File: config.mk
export PLATFORM = sky130hd
export DESIGN_NAME = uri_component_splitter
export DESIGN_NICKNAME = d
export VERILOG_FILES = /design/src/design/usplit_pkg.sv /design/src/design/uri_component_splitter.sv /design/src/design/usplit_step.sv /design/src/design/usplit_resbuf.sv
export SDC_FILE = /design/constraint.sdc
export NUM_CORES = 1
export LEC_CHECK = 0
export ABC_AREA = 1
export BUFFER_PORTS_ARGS = -buffer_cell sky130_fd_sc_hd__buf_4
export CAP_MARGIN = 20
export CORE_ASPECT_RATIO = 1.25
export CORE_UTILIZATION = 50
export DETAILED_ROUTE_END_ITERATION = 8
export PLACE_DENSITY = 0.67
export SYNTH_ARGS = -nofsm -noshare
export SYNTH_HDL_FRONTEND = slang
export SYNTH_SLANG_ARGS = --single-unit
File: constraint.sdc
create_clock -name clk -period 3.85 [get_ports clk]
set_input_delay 0.385 -clock clk [delete_from_list [all_inputs] [get_ports clk]]
set_output_delay 0.385 -clock clk [all_outputs]
set_load 0.03 [all_outputs]
File: src/design/usplit_pkg.sv
// ----------------------------------------------------------------------------
// usplit_pkg
// Shared types, codes and helpers for the URI component splitter.
// ----------------------------------------------------------------------------
package usplit_pkg;

	// number of result slots one item can fill
	localparam int unsigned MaxRes = 4;
	localparam int unsigned ResCntW = $clog2(MaxRes + 1);

	// parser phases
	localparam logic [2:0] PH_SCHEME = 3'd0;
	localparam logic [2:0] PH_HOST   = 3'd1;
	localparam logic [2:0] PH_PORT   = 3'd2;
	localparam logic [2:0] PH_PATH   = 3'd3;
	localparam logic [2:0] PH_QUERY  = 3'd4;
	localparam logic [2:0] PH_DONE   = 3'd5;

	// component tags
	localparam logic [2:0] COMP_SCHEME = 3'd0;
	localparam logic [2:0] COMP_HOST   = 3'd1;
	localparam logic [2:0] COMP_PORT   = 3'd2;
	localparam logic [2:0] COMP_PATH   = 3'd3;
	localparam logic [2:0] COMP_QUERY  = 3'd4;

	// error codes
	localparam logic [1:0] ERR_NONE       = 2'd0;
	localparam logic [1:0] ERR_EMPTY      = 2'd1;
	localparam logic [1:0] ERR_END_SCHEME = 2'd2;
	localparam logic [1:0] ERR_BAD_PATH   = 2'd3;

	// percent hold levels in the query
	localparam logic [1:0] PCT_NONE = 2'd0;
	localparam logic [1:0] PCT_ONE  = 2'd1;
	localparam logic [1:0] PCT_TWO  = 2'd2;

	// slash run marker: other bytes seen since the last colon
	localparam logic [1:0] SLASH_OTHER = 2'd3;

	// characters of interest
	localparam logic [7:0] CH_COLON   = 8'h3A;
	localparam logic [7:0] CH_SLASH   = 8'h2F;
	localparam logic [7:0] CH_QUEST   = 8'h3F;
	localparam logic [7:0] CH_DOT     = 8'h2E;
	localparam logic [7:0] CH_PERCENT = 8'h25;
	localparam logic [7:0] CH_TWO     = 8'h32;
	localparam logic [7:0] CH_ZERO    = 8'h30;
	localparam logic [7:0] CH_SPACE   = 8'h20;

	// parser state carried from item to item
	typedef struct packed {
		logic       any_byte_seen;
		logic [1:0] error_code;
		logic [1:0] percent_held;
		logic       prev_dot;
		logic [1:0] slash_count;
		logic       scheme_seen;
		logic [2:0] phase;
	} state_t;

	// one result item
	typedef struct packed {
		logic       last;
		logic [1:0] error;
		logic       field_end;
		logic [2:0] component;
		logic [7:0] out_byte;
		logic       byte_valid;
	} result_t;

	typedef result_t [MaxRes-1:0] result_set_t;

	// build one result
	function automatic result_t mk_res(input logic v, input logic [7:0] b,
		input logic [2:0] comp, input logic fe, input logic [1:0] err,
		input logic lst);
		result_t r;
		r.byte_valid = v;
		r.out_byte   = b;
		r.component  = comp;
		r.field_end  = fe;
		r.error      = err;
		r.last       = lst;
		return r;
	endfunction

endpackage

File: src/design/uri_component_splitter.sv
// ----------------------------------------------------------------------------
// uri_component_splitter
// Streaming URI splitter: tags each byte as scheme, host, port, path or
// query, marks component ends and flags malformed URIs.
// ----------------------------------------------------------------------------
// Usage:
//  - input stream s_axis: one URI byte per item in tdata, then one item with
//    tlast high that ends the URI (its tdata is ignored)
//  - output stream m_axis: result items; tdata is the byte, tuser tags it,
//    tlast marks the final result of a URI
//  - an item goes into an input register, the combinational parser step
//    works on it there, and its results land in a four-entry result
//    buffer once the buffer can take them; the first result is offered
//    from the head of that buffer
//  - one input item per cycle while each item gives at most one result and
//    m_axis_tready is high; an item that gives more results holds the input
//    until its last result has left the one-result-per-cycle result buffer
//  - items that give no result advance the parser state but fill no buffer entry
//  - when the receiver stalls, the buffer holds, then the input register
//    fills and s_axis_tready drops; nothing is lost
//  - reset clears the parser state to the scheme phase and empties both
//    the input register and the result buffer
// ----------------------------------------------------------------------------
module uri_component_splitter (
	input  logic       clk,
	input  logic       arst_n,
	input  logic       s_axis_tvalid,
	output logic       s_axis_tready,
	input  logic [7:0] s_axis_tdata,  // [7:0] char_in
	input  logic       s_axis_tlast,  // end_of_uri
	output logic       m_axis_tvalid,
	input  logic       m_axis_tready,
	output logic [7:0] m_axis_tdata,  // [7:0] out_byte
	output logic [6:0] m_axis_tuser,  // [0] byte_valid, [3:1] component, [4] field_end, [6:5] error
	output logic       m_axis_tlast   // last
);

	logic                           valid_s1;
	logic [7:0]                     char_s1;
	logic                           end_s1;
	usplit_pkg::state_t             state_q;
	usplit_pkg::state_t             state_nxt;
	usplit_pkg::result_set_t        step_res;
	logic [usplit_pkg::ResCntW-1:0] step_cnt;
	logic                           buf_can_load;
	logic                           xfer;
	usplit_pkg::result_t            head;

	assign xfer          = valid_s1 && buf_can_load;
	assign s_axis_tready = !valid_s1 || xfer;

	// input register
	always_ff @(posedge clk or negedge arst_n) begin
		if (!arst_n) begin
			valid_s1 <= 1'b0;
		end else if (s_axis_tready) begin
			valid_s1 <= s_axis_tvalid;
		end
	end

	always_ff @(posedge clk) begin
		if (s_axis_tready && s_axis_tvalid) begin
			char_s1 <= s_axis_tdata;
			end_s1  <= s_axis_tlast;
		end
	end

	// parser state advances when an item's results enter the buffer
	always_ff @(posedge clk or negedge arst_n) begin
		if (!arst_n) begin
			state_q <= '0;
		end else if (xfer) begin
			state_q <= state_nxt;
		end
	end

	usplit_step u_step (
		.st         (state_q),
		.char_in    (char_s1),
		.end_of_uri (end_s1),
		.nxt        (state_nxt),
		.res        (step_res),
		.res_cnt    (step_cnt)
	);

	usplit_resbuf u_resbuf (
		.clk       (clk),
		.arst_n    (arst_n),
		.load      (xfer),
		.load_res  (step_res),
		.load_cnt  (step_cnt),
		.pop       (m_axis_tready),
		.can_load  (buf_can_load),
		.out_valid (m_axis_tvalid),
		.out_res   (head)
	);

	// output packing
	assign m_axis_tdata = head.out_byte;
	assign m_axis_tuser = {head.error, head.field_end, head.component, head.byte_valid};
	assign m_axis_tlast = head.last;

	// errors only ride on the final result of a URI
	a_err_on_last: assert property (@(posedge clk) disable iff (!arst_n)
		m_axis_tvalid && head.error != usplit_pkg::ERR_NONE |-> head.last)
		else $error("error code on a result that is not last");

	// a result never carries a byte and a field end together
	a_byte_or_end: assert property (@(posedge clk) disable iff (!arst_n)
		m_axis_tvalid |-> !(head.byte_valid && head.field_end))
		else $error("byte and field end on one result");

	// an end marker leaves the parser in its reset state
	a_end_resets: assert property (@(posedge clk) disable iff (!arst_n)
		xfer && end_s1 |=> state_q == '0)
		else $error("parser state not cleared after end marker");

	// a result without a byte carries a zero byte
	a_zero_byte: assert property (@(posedge clk) disable iff (!arst_n)
		m_axis_tvalid && !head.byte_valid |-> head.out_byte == 8'h00)
		else $error("nonzero byte on a result without byte");

endmodule

File: src/design/usplit_step.sv
// ----------------------------------------------------------------------------
// usplit_step
// Combinational parser step: from the current state and one item, gives the
// list of results and the next state.
// ----------------------------------------------------------------------------
module usplit_step (
	input  usplit_pkg::state_t      st,
	input  logic [7:0]              char_in,
	input  logic                    end_of_uri,
	output usplit_pkg::state_t      nxt,
	output usplit_pkg::result_set_t res,
	output logic [usplit_pkg::ResCntW-1:0] res_cnt
);

	logic [usplit_pkg::ResCntW-1:0] n;
	logic do_host;
	logic slash_held;

	always_comb begin
		nxt     = st;
		res     = '0;
		n       = '0;
		do_host = 1'b0;
		// held slashes are returned only after a nonempty scheme
		slash_held = st.scheme_seen && (st.slash_count == 2'd1 || st.slash_count == 2'd2);

		if (end_of_uri) begin
			// end marker closes the open component (or flags an empty URI or one that ends in the scheme) and resets the parser
			if (!st.any_byte_seen) begin
				res[n[1:0]] = usplit_pkg::mk_res(1'b0, 8'h00, usplit_pkg::COMP_SCHEME,
					1'b0, usplit_pkg::ERR_EMPTY, 1'b1);
				n = n + 1'b1;
			end else begin
				case (st.phase)
					usplit_pkg::PH_SCHEME: begin
						if (slash_held) begin
							res[n[1:0]] = usplit_pkg::mk_res(1'b1, usplit_pkg::CH_SLASH,
								usplit_pkg::COMP_SCHEME, 1'b0, usplit_pkg::ERR_NONE, 1'b0);
							n = n + 1'b1;
							if (st.slash_count == 2'd2) begin
								res[n[1:0]] = usplit_pkg::mk_res(1'b1, usplit_pkg::CH_SLASH,
									usplit_pkg::COMP_SCHEME, 1'b0, usplit_pkg::ERR_NONE, 1'b0);
								n = n + 1'b1;
							end
						end
						res[n[1:0]] = usplit_pkg::mk_res(1'b0, 8'h00, usplit_pkg::COMP_SCHEME,
							1'b0, usplit_pkg::ERR_END_SCHEME, 1'b1);
						n = n + 1'b1;
					end
					usplit_pkg::PH_HOST: begin
						res[n[1:0]] = usplit_pkg::mk_res(1'b0, 8'h00, usplit_pkg::COMP_HOST,
							1'b1, usplit_pkg::ERR_NONE, 1'b1);
						n = n + 1'b1;
					end
					usplit_pkg::PH_PORT: begin
						res[n[1:0]] = usplit_pkg::mk_res(1'b0, 8'h00, usplit_pkg::COMP_PORT,
							1'b1, usplit_pkg::ERR_NONE, 1'b1);
						n = n + 1'b1;
					end
					usplit_pkg::PH_PATH: begin
						res[n[1:0]] = usplit_pkg::mk_res(1'b0, 8'h00, usplit_pkg::COMP_PATH,
							1'b1, st.error_code, 1'b1);
						n = n + 1'b1;
					end
					usplit_pkg::PH_QUERY: begin
						if (st.percent_held != usplit_pkg::PCT_NONE) begin
							res[n[1:0]] = usplit_pkg::mk_res(1'b1, usplit_pkg::CH_PERCENT,
								usplit_pkg::COMP_QUERY, 1'b0, usplit_pkg::ERR_NONE, 1'b0);
							n = n + 1'b1;
						end
						if (st.percent_held == usplit_pkg::PCT_TWO) begin
							res[n[1:0]] = usplit_pkg::mk_res(1'b1, usplit_pkg::CH_TWO,
								usplit_pkg::COMP_QUERY, 1'b0, usplit_pkg::ERR_NONE, 1'b0);
							n = n + 1'b1;
						end
						res[n[1:0]] = usplit_pkg::mk_res(1'b0, 8'h00, usplit_pkg::COMP_QUERY,
							1'b1, usplit_pkg::ERR_NONE, 1'b1);
						n = n + 1'b1;
					end
					default: begin
					end
				endcase
			end
			nxt = '0;
		end else begin
			nxt.any_byte_seen = 1'b1;
			case (st.phase)
				// scheme phase with the slash run tracking
				usplit_pkg::PH_SCHEME: begin
					if (char_in == usplit_pkg::CH_COLON) begin
						if (slash_held) begin
							res[n[1:0]] = usplit_pkg::mk_res(1'b1, usplit_pkg::CH_SLASH,
								usplit_pkg::COMP_SCHEME, 1'b0, usplit_pkg::ERR_NONE, 1'b0);
							n = n + 1'b1;
							if (st.slash_count == 2'd2) begin
								res[n[1:0]] = usplit_pkg::mk_res(1'b1, usplit_pkg::CH_SLASH,
									usplit_pkg::COMP_SCHEME, 1'b0, usplit_pkg::ERR_NONE, 1'b0);
								n = n + 1'b1;
							end
						end
						res[n[1:0]] = usplit_pkg::mk_res(1'b0, 8'h00, usplit_pkg::COMP_SCHEME,
							1'b1, usplit_pkg::ERR_NONE, 1'b0);
						n = n + 1'b1;
						nxt.scheme_seen = (st.slash_count != 2'd0);
						nxt.slash_count = 2'd0;
					end else if (st.scheme_seen && st.slash_count == 2'd2) begin
						do_host = 1'b1;
					end else if (st.scheme_seen && char_in == usplit_pkg::CH_SLASH
						&& st.slash_count < 2'd2) begin
						nxt.slash_count = st.slash_count + 2'd1;
					end else begin
						if (slash_held) begin
							res[n[1:0]] = usplit_pkg::mk_res(1'b1, usplit_pkg::CH_SLASH,
								usplit_pkg::COMP_SCHEME, 1'b0, usplit_pkg::ERR_NONE, 1'b0);
							n = n + 1'b1;
							if (st.slash_count == 2'd2) begin
								res[n[1:0]] = usplit_pkg::mk_res(1'b1, usplit_pkg::CH_SLASH,
									usplit_pkg::COMP_SCHEME, 1'b0, usplit_pkg::ERR_NONE, 1'b0);
								n = n + 1'b1;
							end
						end
						res[n[1:0]] = usplit_pkg::mk_res(1'b1, char_in, usplit_pkg::COMP_SCHEME,
							1'b0, usplit_pkg::ERR_NONE, 1'b0);
						n = n + 1'b1;
						nxt.slash_count = usplit_pkg::SLASH_OTHER;
					end
				end
				usplit_pkg::PH_HOST: begin
					do_host = 1'b1;
				end
				// port runs until a slash
				usplit_pkg::PH_PORT: begin
					if (char_in == usplit_pkg::CH_SLASH) begin
						res[n[1:0]] = usplit_pkg::mk_res(1'b0, 8'h00, usplit_pkg::COMP_PORT,
							1'b1, usplit_pkg::ERR_NONE, 1'b0);
						n = n + 1'b1;
						res[n[1:0]] = usplit_pkg::mk_res(1'b1, usplit_pkg::CH_SLASH,
							usplit_pkg::COMP_PATH, 1'b0, usplit_pkg::ERR_NONE, 1'b0);
						n = n + 1'b1;
						nxt.phase    = usplit_pkg::PH_PATH;
						nxt.prev_dot = 1'b0;
					end else begin
						res[n[1:0]] = usplit_pkg::mk_res(1'b1, char_in, usplit_pkg::COMP_PORT,
							1'b0, usplit_pkg::ERR_NONE, 1'b0);
						n = n + 1'b1;
					end
				end
				// path runs until '?', watching for a double dot
				usplit_pkg::PH_PATH: begin
					if (char_in == usplit_pkg::CH_QUEST) begin
						if (st.error_code == usplit_pkg::ERR_BAD_PATH) begin
							res[n[1:0]] = usplit_pkg::mk_res(1'b0, 8'h00, usplit_pkg::COMP_PATH,
								1'b1, usplit_pkg::ERR_BAD_PATH, 1'b1);
							n = n + 1'b1;
							nxt.phase = usplit_pkg::PH_DONE;
						end else begin
							res[n[1:0]] = usplit_pkg::mk_res(1'b0, 8'h00, usplit_pkg::COMP_PATH,
								1'b1, usplit_pkg::ERR_NONE, 1'b0);
							n = n + 1'b1;
							nxt.phase        = usplit_pkg::PH_QUERY;
							nxt.percent_held = usplit_pkg::PCT_NONE;
						end
					end else begin
						if (char_in == usplit_pkg::CH_DOT && st.prev_dot)
							nxt.error_code = usplit_pkg::ERR_BAD_PATH;
						nxt.prev_dot = (char_in == usplit_pkg::CH_DOT);
						res[n[1:0]] = usplit_pkg::mk_res(1'b1, char_in, usplit_pkg::COMP_PATH,
							1'b0, usplit_pkg::ERR_NONE, 1'b0);
						n = n + 1'b1;
					end
				end
				// query with the %20 decode
				usplit_pkg::PH_QUERY: begin
					if (st.percent_held == usplit_pkg::PCT_NONE) begin
						if (char_in == usplit_pkg::CH_PERCENT) begin
							nxt.percent_held = usplit_pkg::PCT_ONE;
						end else begin
							res[n[1:0]] = usplit_pkg::mk_res(1'b1, char_in,
								usplit_pkg::COMP_QUERY, 1'b0, usplit_pkg::ERR_NONE, 1'b0);
							n = n + 1'b1;
						end
					end else if (st.percent_held == usplit_pkg::PCT_ONE) begin
						if (char_in == usplit_pkg::CH_TWO) begin
							nxt.percent_held = usplit_pkg::PCT_TWO;
						end else begin
							res[n[1:0]] = usplit_pkg::mk_res(1'b1, usplit_pkg::CH_PERCENT,
								usplit_pkg::COMP_QUERY, 1'b0, usplit_pkg::ERR_NONE, 1'b0);
							n = n + 1'b1;
							if (char_in == usplit_pkg::CH_PERCENT) begin
								nxt.percent_held = usplit_pkg::PCT_ONE;
							end else begin
								res[n[1:0]] = usplit_pkg::mk_res(1'b1, char_in,
									usplit_pkg::COMP_QUERY, 1'b0, usplit_pkg::ERR_NONE, 1'b0);
								n = n + 1'b1;
								nxt.percent_held = usplit_pkg::PCT_NONE;
							end
						end
					end else begin
						if (char_in == usplit_pkg::CH_ZERO) begin
							res[n[1:0]] = usplit_pkg::mk_res(1'b1, usplit_pkg::CH_SPACE,
								usplit_pkg::COMP_QUERY, 1'b0, usplit_pkg::ERR_NONE, 1'b0);
							n = n + 1'b1;
							nxt.percent_held = usplit_pkg::PCT_NONE;
						end else begin
							// give back the held "%2" as-is
							res[n[1:0]] = usplit_pkg::mk_res(1'b1, usplit_pkg::CH_PERCENT,
								usplit_pkg::COMP_QUERY, 1'b0, usplit_pkg::ERR_NONE, 1'b0);
							n = n + 1'b1;
							if (st.percent_held == usplit_pkg::PCT_TWO) begin
								res[n[1:0]] = usplit_pkg::mk_res(1'b1, usplit_pkg::CH_TWO,
									usplit_pkg::COMP_QUERY, 1'b0, usplit_pkg::ERR_NONE, 1'b0);
								n = n + 1'b1;
							end
							if (char_in == usplit_pkg::CH_PERCENT) begin
								nxt.percent_held = usplit_pkg::PCT_ONE;
							end else begin
								res[n[1:0]] = usplit_pkg::mk_res(1'b1, char_in,
									usplit_pkg::COMP_QUERY, 1'b0, usplit_pkg::ERR_NONE, 1'b0);
								n = n + 1'b1;
								nxt.percent_held = usplit_pkg::PCT_NONE;
							end
						end
					end
				end
				default: begin
				end
			endcase

			// host rules, also for the first byte after "//"
			if (do_host) begin
				nxt.phase = usplit_pkg::PH_HOST;
				if (char_in == usplit_pkg::CH_COLON) begin
					res[n[1:0]] = usplit_pkg::mk_res(1'b0, 8'h00, usplit_pkg::COMP_HOST,
						1'b1, usplit_pkg::ERR_NONE, 1'b0);
					n = n + 1'b1;
					nxt.phase = usplit_pkg::PH_PORT;
				end else if (char_in == usplit_pkg::CH_SLASH) begin
					res[n[1:0]] = usplit_pkg::mk_res(1'b0, 8'h00, usplit_pkg::COMP_HOST,
						1'b1, usplit_pkg::ERR_NONE, 1'b0);
					n = n + 1'b1;
					res[n[1:0]] = usplit_pkg::mk_res(1'b1, usplit_pkg::CH_SLASH,
						usplit_pkg::COMP_PATH, 1'b0, usplit_pkg::ERR_NONE, 1'b0);
					n = n + 1'b1;
					nxt.phase    = usplit_pkg::PH_PATH;
					nxt.prev_dot = 1'b0;
				end else begin
					res[n[1:0]] = usplit_pkg::mk_res(1'b1, char_in, usplit_pkg::COMP_HOST,
						1'b0, usplit_pkg::ERR_NONE, 1'b0);
					n = n + 1'b1;
				end
			end
		end
		res_cnt = n;
	end

endmodule

File: src/design/usplit_resbuf.sv
// ----------------------------------------------------------------------------
// usplit_resbuf
// Result buffer: takes the whole result list of one item and hands the
// results out one per cycle while pop is high, head first.
// ----------------------------------------------------------------------------
module usplit_resbuf (
	input  logic                           clk,
	input  logic                           arst_n,
	input  logic                           load,
	input  usplit_pkg::result_set_t        load_res,
	input  logic [usplit_pkg::ResCntW-1:0] load_cnt,
	input  logic                           pop,
	output logic                           can_load,
	output logic                           out_valid,
	output usplit_pkg::result_t            out_res
);

	logic [usplit_pkg::ResCntW-1:0] cnt_q;
	usplit_pkg::result_set_t        ent_q;
	logic                           take;

	assign out_valid = (cnt_q != '0);
	assign out_res   = ent_q[0];
	assign take      = pop && out_valid;
	// a new list may enter once the last held result leaves
	assign can_load  = (cnt_q == '0) ||
		(cnt_q == {{(usplit_pkg::ResCntW-1){1'b0}}, 1'b1} && take);

	// fill count
	always_ff @(posedge clk or negedge arst_n) begin
		if (!arst_n) begin
			cnt_q <= '0;
		end else if (load) begin
			cnt_q <= load_cnt;
		end else if (take) begin
			cnt_q <= cnt_q - 1'b1;
		end
	end

	// entries shift toward the head
	always_ff @(posedge clk) begin
		if (load) begin
			ent_q <= load_res;
		end else if (take) begin
			for (int i = 0; i < usplit_pkg::MaxRes - 1; i++)
				ent_q[i] <= ent_q[i+1];
			ent_q[usplit_pkg::MaxRes-1] <= '0;
		end
	end

endmodule
==> impl_metrics.env, run 1 <==
export IMPL_synth_edff_count=70
export IMPL_dp_cells=792
export IMPL_synth_main_ff_cell="edfxtp_1"
export IMPL_grt_pass1_vias=4737
export IMPL_ys_seq_area_share_pct=46.0
export IMPL_slew_headroom_pct=50.7
export IMPL_initial_utilization_pct=51.2
export IMPL_worstSetupStartpoint="char_s1[5]$_DFFE_PP_"
export IMPL_grt_overflow=0
export IMPL_wl_mm=17.6
export IMPL_path_max_fanout=10
export IMPL_drc_errors=0
export IMPL_clkLatencyLatePin_ns=0.35
export IMPL_setup_tns_ns=0
export IMPL_cp_required_ns=3.94
export IMPL_grt_pass1_wl_mm=26.9
export IMPL_max_cap_viol_count=0
export IMPL_worstMarginPinSlew_ns=0.733
export IMPL_synthDistinctLibCells=45
export IMPL_yosysTopAreaCellShare_pct=39.1
export IMPL_rows=42
export IMPL_clockBufferDepth=2
export IMPL_nets=698
export IMPL_synthCells=653
export IMPL_max_vdd_ir_drop_uv=403
export IMPL_core_area_um2=10500
export IMPL_slew_violations=0
export IMPL_clk_pin_slew_worst_paths_ns=0.07
export IMPL_post_cts_setup_buffers=0
export IMPL_timing_fmax_mhz=290
export IMPL_hold_viol_final=0
export IMPL_min_path_type="in -> reg"
export IMPL_antenna_left=0
export IMPL_synth_most_common_cell="nand2_1"
export IMPL_routedWlPerCell_um=21.8
export IMPL_portBuffers=30
export IMPL_finalSetupViolCount=0
export IMPL_cts_resized=0
export IMPL_grt_setup_unrepaired="false"
export IMPL_path_class="reg -> reg"
export IMPL_via_per_inst=5.99
export IMPL_start_kind="flop"
export IMPL_route_vias_total=4843
export IMPL_yosys_warnings=0
export IMPL_area_growth_pct=11.3
export IMPL_hpwl_mm=13.8
export IMPL_endpoint="u_resbuf.out_res[0]$_DFFE_PP_"
export IMPL_ioPinCount=31
export IMPL_grt_max_degree=56
export IMPL_cts_root_buf="clkbuf_16"
export IMPL_status="finished, final reports clean"
export IMPL_seq_power_share_pct=32.0
export IMPL_cts_tree="built"
export IMPL_fin_crit_sh_pct=89.7
export IMPL_syn_area_per_cell_um2=8.24
export IMPL_num_fill_cells=981
export IMPL_drive_above_1_share_pct=14.6
export IMPL_fp_dieW_um=94.8
export IMPL_stdcell_count=809
export IMPL_p_comb_share_pct=50.4
export IMPL_p_sw_w=0.00253
export IMPL_synth_top_cells_by_count="nand2_1 (146), inv_1 (82), edfxtp_1 (70), o21ai_0 (61), nor2_1 (59)"
export IMPL_grt_use_total_pct=33.4
export IMPL_async_reset_ff_share_pct=17.6
export IMPL_synth_fp_nets=679
export IMPL_htreeDepth=3
export IMPL_cts_sinks=85
export IMPL_drt_iter0_markers=493
export IMPL_worst_r2r_path_depth=18
export IMPL_p_leak_nw=2.67
export IMPL_crit_arrival_ns=3.54
export IMPL_antenna_cells=0
export IMPL_die_height_um=118
export IMPL_die_area_um2=11200
export IMPL_synth_area_leaders="edfxtp_1 (39%), nand2_1 (10%), dfrtp_1 (7.0%)"
export IMPL_skew_ns=0.00613
export IMPL_antenna_found_initial=0
export IMPL_clkPwrFrac_pct=17.7
export IMPL_ys_seq_elements=85
export IMPL_fin_crit_ns=3.45
export IMPL_power_w=0.00547
export IMPL_reg2reg_to="u_resbuf.out_res[0]$_DFFE_PP_"
export IMPL_switching_share_pct=46.2
export IMPL_yosys_area_top_type="edfxtp_1"
export IMPL_first_pass_iters=5
export IMPL_end_kind="flop"
export IMPL_synth_area_um2=5380
export IMPL_r2r_setup_slack_ns=0.40
export IMPL_place_congestion=0.951
export IMPL_numCtsBuffers=9
export IMPL_timing_rr_start="char_s1[5]$_DFFE_PP_"
export IMPL_p_int_w=0.00294
export IMPL_powerDensity_nw_per_um2=914
-- flip-flops by register name, summed over array words and instances (netlist names) --
signal / cells
u_resbuf.ent_q: 45
u_resbuf.out_res: 16
state_q: 11
char_s1: 8
u_resbuf.cnt_q: 3
end_s1: 1
valid_s1: 1
-- layout make-up --
type	count	area, um^2	share of cell area [%]
sequential	85	2480	41.4
multi-input combinational	449	2380	39.8
inverter	89	334	5.58
timing repair buffer	38	300	5.01
clock buffer	9	225	3.76
tap	132	165	2.76
clock inverter	7	103	1.71
-- what timing repair did --
item                                   CTS  global route
setup endpoints to repair                0             0
hold buffers                             1             0
endpoints found under the hold margin   15             0
-- stage by stage --
step	setup WS [ns]	area [um^2]	hold slack, ns	util (%)
after floorplan	0.549	5380	0.0894	-
after global placement	0.605	5650	0.252	53.8
after detailed placement	0.478	5650	0.259	53.8
after CTS	0.463	5990	0.211	57.0
after global routing	0.158	5990	0.206	57.0
final	0.398	5990	0.208	57.0
-- layer usage --
layer  share of wire [%]  GRT usage, %  vias to the layer above  wire (um)
met1                  37          39.6                     2308       6590
met4                 6.1          18.6                        0       1070
met2                  50          56.0                      239       8790
met5                   0             0                        -          0
met3                 6.7          5.88                       63       1180
li1                    -             -                     2233          -
-- logic make-up after synthesis --
logic type      share of synthesized area (%)
compound gates                           15.8
xor+xnor                                0.163
other cells                            0.0697
simple gates                             25.1
fa+ha+maj                                3.02
buf+inv                                  9.74
flops                                    46.0
-- power groups by stage --
stage	registers (W)	logic (W)	clock network [W]
2_1_floorplan	0.00171	0.00195	0
3_3_place_gp	0.00175	0.00269	0
3_5_place_dp	0.00177	0.00270	0
4_1_cts	0.00175	0.00271	0.000969
5_1_grt	0.00179	0.00299	0.00101
6_report	0.00175	0.00275	0.000967
-- worst max-delay path, cell delays in order, from the launching register on --
cell and delay, ns:
edfxtp_1 0.61, nand2_2 0.12, nor2_4 0.24, nand2_4 0.14
ha_1 0.30, inv_1 0.03, nor2_1 0.09, nand2_1 0.06
nand3_1 0.11, nand3_4 0.14, ha_1 0.24, inv_1 0.25
nor2_1 0.14, inv_1 0.10, nand2_1 0.05, nand2_1 0.11
inv_1 0.07, nor4_1 0.24, o21ai_0 0.12
-- placed cells by master (no fill, tap or decap), drive strengths merged, types with 2 or more instances in the layout --
cell type    n
nand4        7
a21oi       39
nand2      166
a211oi       2
nand3       36
o221ai       4
edfxtp      70
bufinv       2
nor4         2
clkinv       2
buf         37
clkbuf       9
ha          13
dfrtp       15
o21ai       65
inv         92
a22oi        3
o22ai        5
a31oi        8
nor3         8
nor2        68
o31ai        7
o211ai       5
-- how the worst min path moves through the flow --
stage | end | cells after the start | startpoint
3_5_place_dp | state_q[4]$_DFFE_PN0P_ | 1 | arst_n
3_3_place_gp | state_q[4]$_DFFE_PN0P_ | 1 | arst_n
4_1_cts | char_s1[5]$_DFFE_PP_ | 1 | s_axis_tdata[5]
6_report | char_s1[5]$_DFFE_PP_ | 1 | s_axis_tdata[5]
5_1_grt | char_s1[6]$_DFFE_PP_ | 1 | s_axis_tdata[6]
2_1_floorplan | state_q[0]$_DFFE_PN0P_ | 0 | arst_n
Note: power is estimated with default switching activity, not from simulation.
==> inputs of run 2 (changes only) <==
--- a/config.mk
+++ b/config.mk
@@ -9,9 +9,8 @@
 export BUFFER_PORTS_ARGS = -buffer_cell sky130_fd_sc_hd__buf_4
 export CAP_MARGIN = 20
 export CORE_ASPECT_RATIO = 1.25
-export CORE_UTILIZATION = 50
+export CORE_UTILIZATION = 40
 export DETAILED_ROUTE_END_ITERATION = 8
-export PLACE_DENSITY = 0.67
 export SYNTH_ARGS = -nofsm -noshare
 export SYNTH_HDL_FRONTEND = slang
 export SYNTH_SLANG_ARGS = --single-unit
==> impl_metrics.env, run 2 (synthesis gave the netlist of run 1 again) <==
export IMPL_path_max_fanout=10
export IMPL_cts_tree="built"
export IMPL_cts_root_buf="clkbuf_16"
export IMPL_hold_viol_final=0
export IMPL_met3_length_um=981
export IMPL_max_stage_delay_ns=0.50
export IMPL_numCtsBuffers=9
export IMPL_powerDensity_nw_per_um2=896
export IMPL_skew_ns=0.00805
export IMPL_antenna_left=0
export IMPL_slew_violations=0
export IMPL_max_vdd_ir_drop_uv=392
export IMPL_grt_setup_unrepaired="false"
export IMPL_path_depth=19
export IMPL_grt_pass1_vias=4734
export IMPL_drt_met1_wl_mm=7.52
export IMPL_cp_required_ns=3.92
export IMPL_dr_wl_met2_mm=9.06
export IMPL_drt_iter0_markers=463
export IMPL_whs_path_depth=1
export IMPL_core_area_um2=13200
export IMPL_crit_arrival_ns=3.53
export IMPL_htreeDepth=3
export IMPL_multiInputGateArea_um2=2380
export IMPL_cts_resized=0
export IMPL_dp_cells=834
export IMPL_clockBufferDepth=2
export IMPL_top_register="u_resbuf.ent_q"
export IMPL_worstMarginPinSlew_ns=0.685
export IMPL_grt_pass1_wl_mm=28.6
export IMPL_end_kind="flop"
export IMPL_r2r_setup_slack_ns=0.40
export IMPL_first_pass_iters=5
export IMPL_cts_sinks=85
export IMPL_clkLatencyLatePin_ns=0.34
export IMPL_wl_mm=18.7
export IMPL_hpwl_mm=14.5
export IMPL_portBuffers=30
export IMPL_fin_crit_ns=3.45
export IMPL_p_leak_nw=2.66
export IMPL_path_class="reg -> reg"
export IMPL_antenna_cells=0
export IMPL_fin_crit_sh_pct=89.7
export IMPL_initial_utilization_pct=40.8
export IMPL_place_congestion=1.00
export IMPL_status="finished, final reports clean"
export IMPL_rows=47
export IMPL_clk_pin_slew_worst_paths_ns=0.07
export IMPL_num_fill_cells=1324
export IMPL_die_area_um2=13900
export IMPL_holdBufCountCts=1
export IMPL_layout_common_cells="nand2_1 (144), inv_1 (82), edfxtp_1 (70)"
export IMPL_nets=701
export IMPL_max_cap_viol_count=0
export IMPL_via_per_inst=5.61
export IMPL_finalSetupViolCount=0
export IMPL_stdcell_count=850
export IMPL_grt_max_degree=52
export IMPL_slowest_stage="edfxtp_1"
export IMPL_route_vias_total=4768
export IMPL_ioPinCount=31
export IMPL_slew_headroom_pct=54.0
export IMPL_area_growth_pct=11.8
export IMPL_routedWlPerCell_um=22.0
export IMPL_crit_family="simple AND/OR/NAND/NOR gates"
export IMPL_worst_path_most_repeated_cell="inv_1"
export IMPL_antenna_found_initial=0
export IMPL_final_cell_area_um2=6020
export IMPL_start_kind="flop"
export IMPL_grt_overflow=0
export IMPL_dpl_cell_area_um2=5710
export IMPL_register_area_um2=2480
export IMPL_drc_errors=0
export IMPL_post_cts_setup_buffers=0
export IMPL_worst_r2r_path_depth=19
export IMPL_setup_tns_ns=0
export IMPL_highest_layer="met4"
export IMPL_fp_dieW_um=106
export IMPL_grt_use_total_pct=28.1
export IMPL_drive_above_1_share_pct=14.9
export IMPL_largest_reg_flops=45
export IMPL_die_height_um=132
export IMPL_min_path_type="in -> reg"
export IMPL_final_common_cell="nand2_1"
export IMPL_crit_chain="inv_1, nand2_2, nor2_2, nand2_4, ha_1, inv_1, nor2_1, nand2_1, nand3_1, nand3_4, ha_1, inv_1, nor2_1, inv_1, nand2_1, nand2_1, inv_1, nor4_1, o21ai_0"
export IMPL_timing_fmax_mhz=290
export IMPL_crit_buf_inv=5
==> run 2: path summary, 6_finish.rpt <==
| path | from | end |
|---|---|---|
| worst max-delay path | char_s1[3]$_DFFE_PP_ | u_resbuf.out_res[0]$_DFFE_PP_ |
| worst min-delay path | s_axis_tdata[7] | char_s1[7]$_DFFE_PP_ |
| worst max register to register | char_s1[3]$_DFFE_PP_ | u_resbuf.out_res[0]$_DFFE_PP_ |
| worst min register to register | u_resbuf.ent_q[50]$_SDFFCE_PP0P_ | u_resbuf.ent_q[34]$_DFFE_PP_ |
| max in group asynchronous | arst_n | state_q[2]$_DFFE_PN0P_ |
| min in group asynchronous | arst_n | state_q[7]$_DFFE_PN0P_ |
==> run 2: area by class of cell <==
| cell class | instances | area share (%) |
|---|---|---|
| multi-input cells | 449 | 39.6 |
| well taps | 171 | 3.56 |
| repair buffers | 41 | 5.16 |
| clock buffers | 9 | 3.74 |
| clock inverters | 6 | 1.19 |
| flip-flops and latches | 85 | 41.2 |
| inverters | 89 | 5.55 |
==> run 2: metal layers <==
layer / track usage [%] / vias to the layer above
li1: - / 2232
met3: 4.12 / 65
met1: 34.3 / 2261
met5: 0 / -
met2: 46.7 / 210
met4: 16.7 / 0
==> run 2: where the power goes <==
group	switching (W)	internal, W
sequential	0.000173	0.00157
clock	0.000386	0.000505
combinational	0.00197	0.000788
==> run 2: per-stage QoR <==
stage | power, W | setup WS [ns] | hold WS (ns) | util [%]
3_5_place_dp | 0.00448 | 0.501 | 0.258 | 43.3
2_1_floorplan | 0.00366 | 0.549 | 0.0894 | -
4_1_cts | 0.00538 | 0.474 | 0.206 | 45.7
6_report | 0.00539 | 0.396 | 0.214 | 45.7
3_3_place_gp | 0.00447 | 0.489 | 0.253 | 43.3
5_1_grt | 0.00571 | 0.106 | 0.209 | 45.7
==> inputs of run 3 (changes only) <==
--- a/config.mk
+++ b/config.mk
@@ -8,9 +8,12 @@
 export ABC_AREA = 1
 export BUFFER_PORTS_ARGS = -buffer_cell sky130_fd_sc_hd__buf_4
 export CAP_MARGIN = 20
+export CELL_PAD_IN_SITES_DETAIL_PLACEMENT = 1
+export CELL_PAD_IN_SITES_GLOBAL_PLACEMENT = 2
 export CORE_ASPECT_RATIO = 1.25
-export CORE_UTILIZATION = 40
+export CORE_UTILIZATION = 38
 export DETAILED_ROUTE_END_ITERATION = 8
+export PLACE_DENSITY_LB_ADDON = 0.1
 export SYNTH_ARGS = -nofsm -noshare
 export SYNTH_HDL_FRONTEND = slang
 export SYNTH_SLANG_ARGS = --single-unit
==> impl_metrics.env, run 3 (synthesis gave the netlist of run 1 again) <==
export IMPL_slowest_stage="edfxtp_1"
export IMPL_die_area_um2=14600
export IMPL_nets=699
export IMPL_skew_ns=0.0125
export IMPL_grt_setup_unrepaired="false"
export IMPL_numCtsBuffers=9
export IMPL_min_path_type="in -> reg"
export IMPL_place_congestion=0.928
export IMPL_portBuffers=30
export IMPL_layout_common_cells="nand2_1 (144), inv_1 (82), edfxtp_1 (70)"
export IMPL_fp_dieW_um=108
export IMPL_path_max_fanout=10
export IMPL_initial_utilization_pct=38.9
export IMPL_max_cap_viol_count=0
export IMPL_slew_headroom_pct=46.7
export IMPL_timing_fmax_mhz=289
export IMPL_grt_use_total_pct=29.0
export IMPL_clkLatencyLatePin_ns=0.35
export IMPL_htreeDepth=3
export IMPL_drt_iter0_markers=277
export IMPL_clk_pin_slew_worst_paths_ns=0.08
export IMPL_antenna_cells=0
export IMPL_dp_cells=836
export IMPL_holdWs_ns=0.202
export IMPL_crit_arrival_ns=3.54
export IMPL_ioPinCount=31
export IMPL_routedWlPerCell_um=23.6
export IMPL_cp_required_ns=3.93
export IMPL_cts_resized=0
export IMPL_max_vdd_ir_drop_uv=488
export IMPL_stdcell_count=853
export IMPL_slew_violations=0
export IMPL_antenna_left=0
export IMPL_rows=48
export IMPL_via_per_inst=5.47
export IMPL_grt_pass1_wl_mm=30.0
export IMPL_antenna_found_initial=0
export IMPL_final_common_cell="nand2_1"
export IMPL_p_leak_nw=2.66
export IMPL_fin_crit_ns=3.46
export IMPL_hpwl_mm=15.7
export IMPL_worstHoldStart="s_axis_tdata[6]"
export IMPL_dpl_cell_area_um2=5710
export IMPL_path_class="reg -> reg"
export IMPL_worstSetupStartpoint="char_s1[3]$_DFFE_PP_"
export IMPL_worst_path_most_repeated_cell="inv_1"
export IMPL_status="finished, final reports clean"
export IMPL_cts_tree="built"
export IMPL_grt_pass1_vias=4814
export IMPL_grt_overflow=0
export IMPL_finalSetupViolCount=0
export IMPL_area_growth_pct=12.0
export IMPL_hold_viol_final=0
export IMPL_wl_mm=20.1
export IMPL_first_pass_iters=4
export IMPL_end_kind="flop"
export IMPL_num_fill_cells=1701
export IMPL_fin_crit_sh_pct=90.0
export IMPL_holdBufCountCts=1
export IMPL_drive_above_1_share_pct=14.7
export IMPL_power_w=0.00545
export IMPL_largest_reg_flops=45
export IMPL_post_cts_setup_buffers=0
export IMPL_route_vias_total=4670
export IMPL_worstMarginPinSlew_ns=0.793
export IMPL_setup_tns_ns=0
export IMPL_powerDensity_nw_per_um2=905
export IMPL_grt_max_degree=65
export IMPL_die_height_um=135
export IMPL_clockBufferDepth=2
export IMPL_cts_sinks=85
export IMPL_start_kind="flop"
export IMPL_crit_chain="inv_1, nand2_2, nor2_2, nand2_4, ha_1, inv_1, nor2_1, nand2_1, nand3_1, nand3_4, ha_1, inv_1, nor2_1, inv_1, nand2_1, nand2_1, inv_1, nor4_1, o21ai_0"
export IMPL_core_area_um2=13800
export IMPL_drc_errors=0
export IMPL_final_cell_area_um2=6020
export IMPL_cts_root_buf="clkbuf_16"
export IMPL_timing_rr_start="char_s1[3]$_DFFE_PP_"
export IMPL_top_register="u_resbuf.ent_q"
export IMPL_max_stage_delay_ns=0.48
## run 3: cell type report
cell class / count / area, um^2 / share of cell area [%]
Clock buffer: 9 / 225 / 3.74
Clock inverter: 7 / 76.3 / 1.27
Inverter: 89 / 334 / 5.55
Multi-Input combinational cell: 449 / 2380 / 39.6
Sequential cell: 85 / 2480 / 41.1
Tap cell: 175 / 219 / 3.64
Timing Repair Buffer: 39 / 308 / 5.11
## run 3: critical path: cells and delay by family, from the launching register on
kind                       cells  cell delay, ns
and+or+nand+nor               11            1.29
adders and majority gates      2            0.55
buffers and inverters          5            0.76
AOI/OAI and AO/OA              1            0.12
DFF                            1            0.48
## run 3: power by group
part	total [W]	switching, W	internal [W]
Sequential	0.00176	0.000190	0.00157
Combinational	0.00280	0.00201	0.000791
Clock	0.000897	0.000436	0.000461
Total	0.00545	0.00263	0.00282
## run 3: routing by layer
layer	wire (um)	GRT usage, %	part of all wire (%)
met5	0	0	0
met4	510	10.4	2.5
met3	714	4.30	3.6
met2	10100	50.2	50
met1	8740	36.3	43
## run 3: per-stage QoR
stage	setup slack, ns	util (%)
CTS	0.436	43.6
floorplan	0.549	-
global placement	0.576	41.3
detailed placement	0.452	41.3
global route	0.126	43.6
finish	0.386	43.6
## run 3: final timing paths
| path | end | slack (ns) | cells past startpoint |
|---|---|---|---|
| max | u_resbuf.out_res[0]$_DFFE_PP_ | 0.39 | 19 |
| min | char_s1[6]$_DFFE_PP_ | 0.20 | 1 |
| max reg2reg | u_resbuf.out_res[0]$_DFFE_PP_ | 0.39 | 19 |
| min reg2reg | u_resbuf.ent_q[42]$_DFFE_PP_ | 0.53 | 2 |
| max in group asynchronous | state_q[9]$_DFFE_PN0P_ | 3.20 | 2 |
| min in group asynchronous | state_q[5]$_DFFE_PN0P_ | 0.47 | 2 |
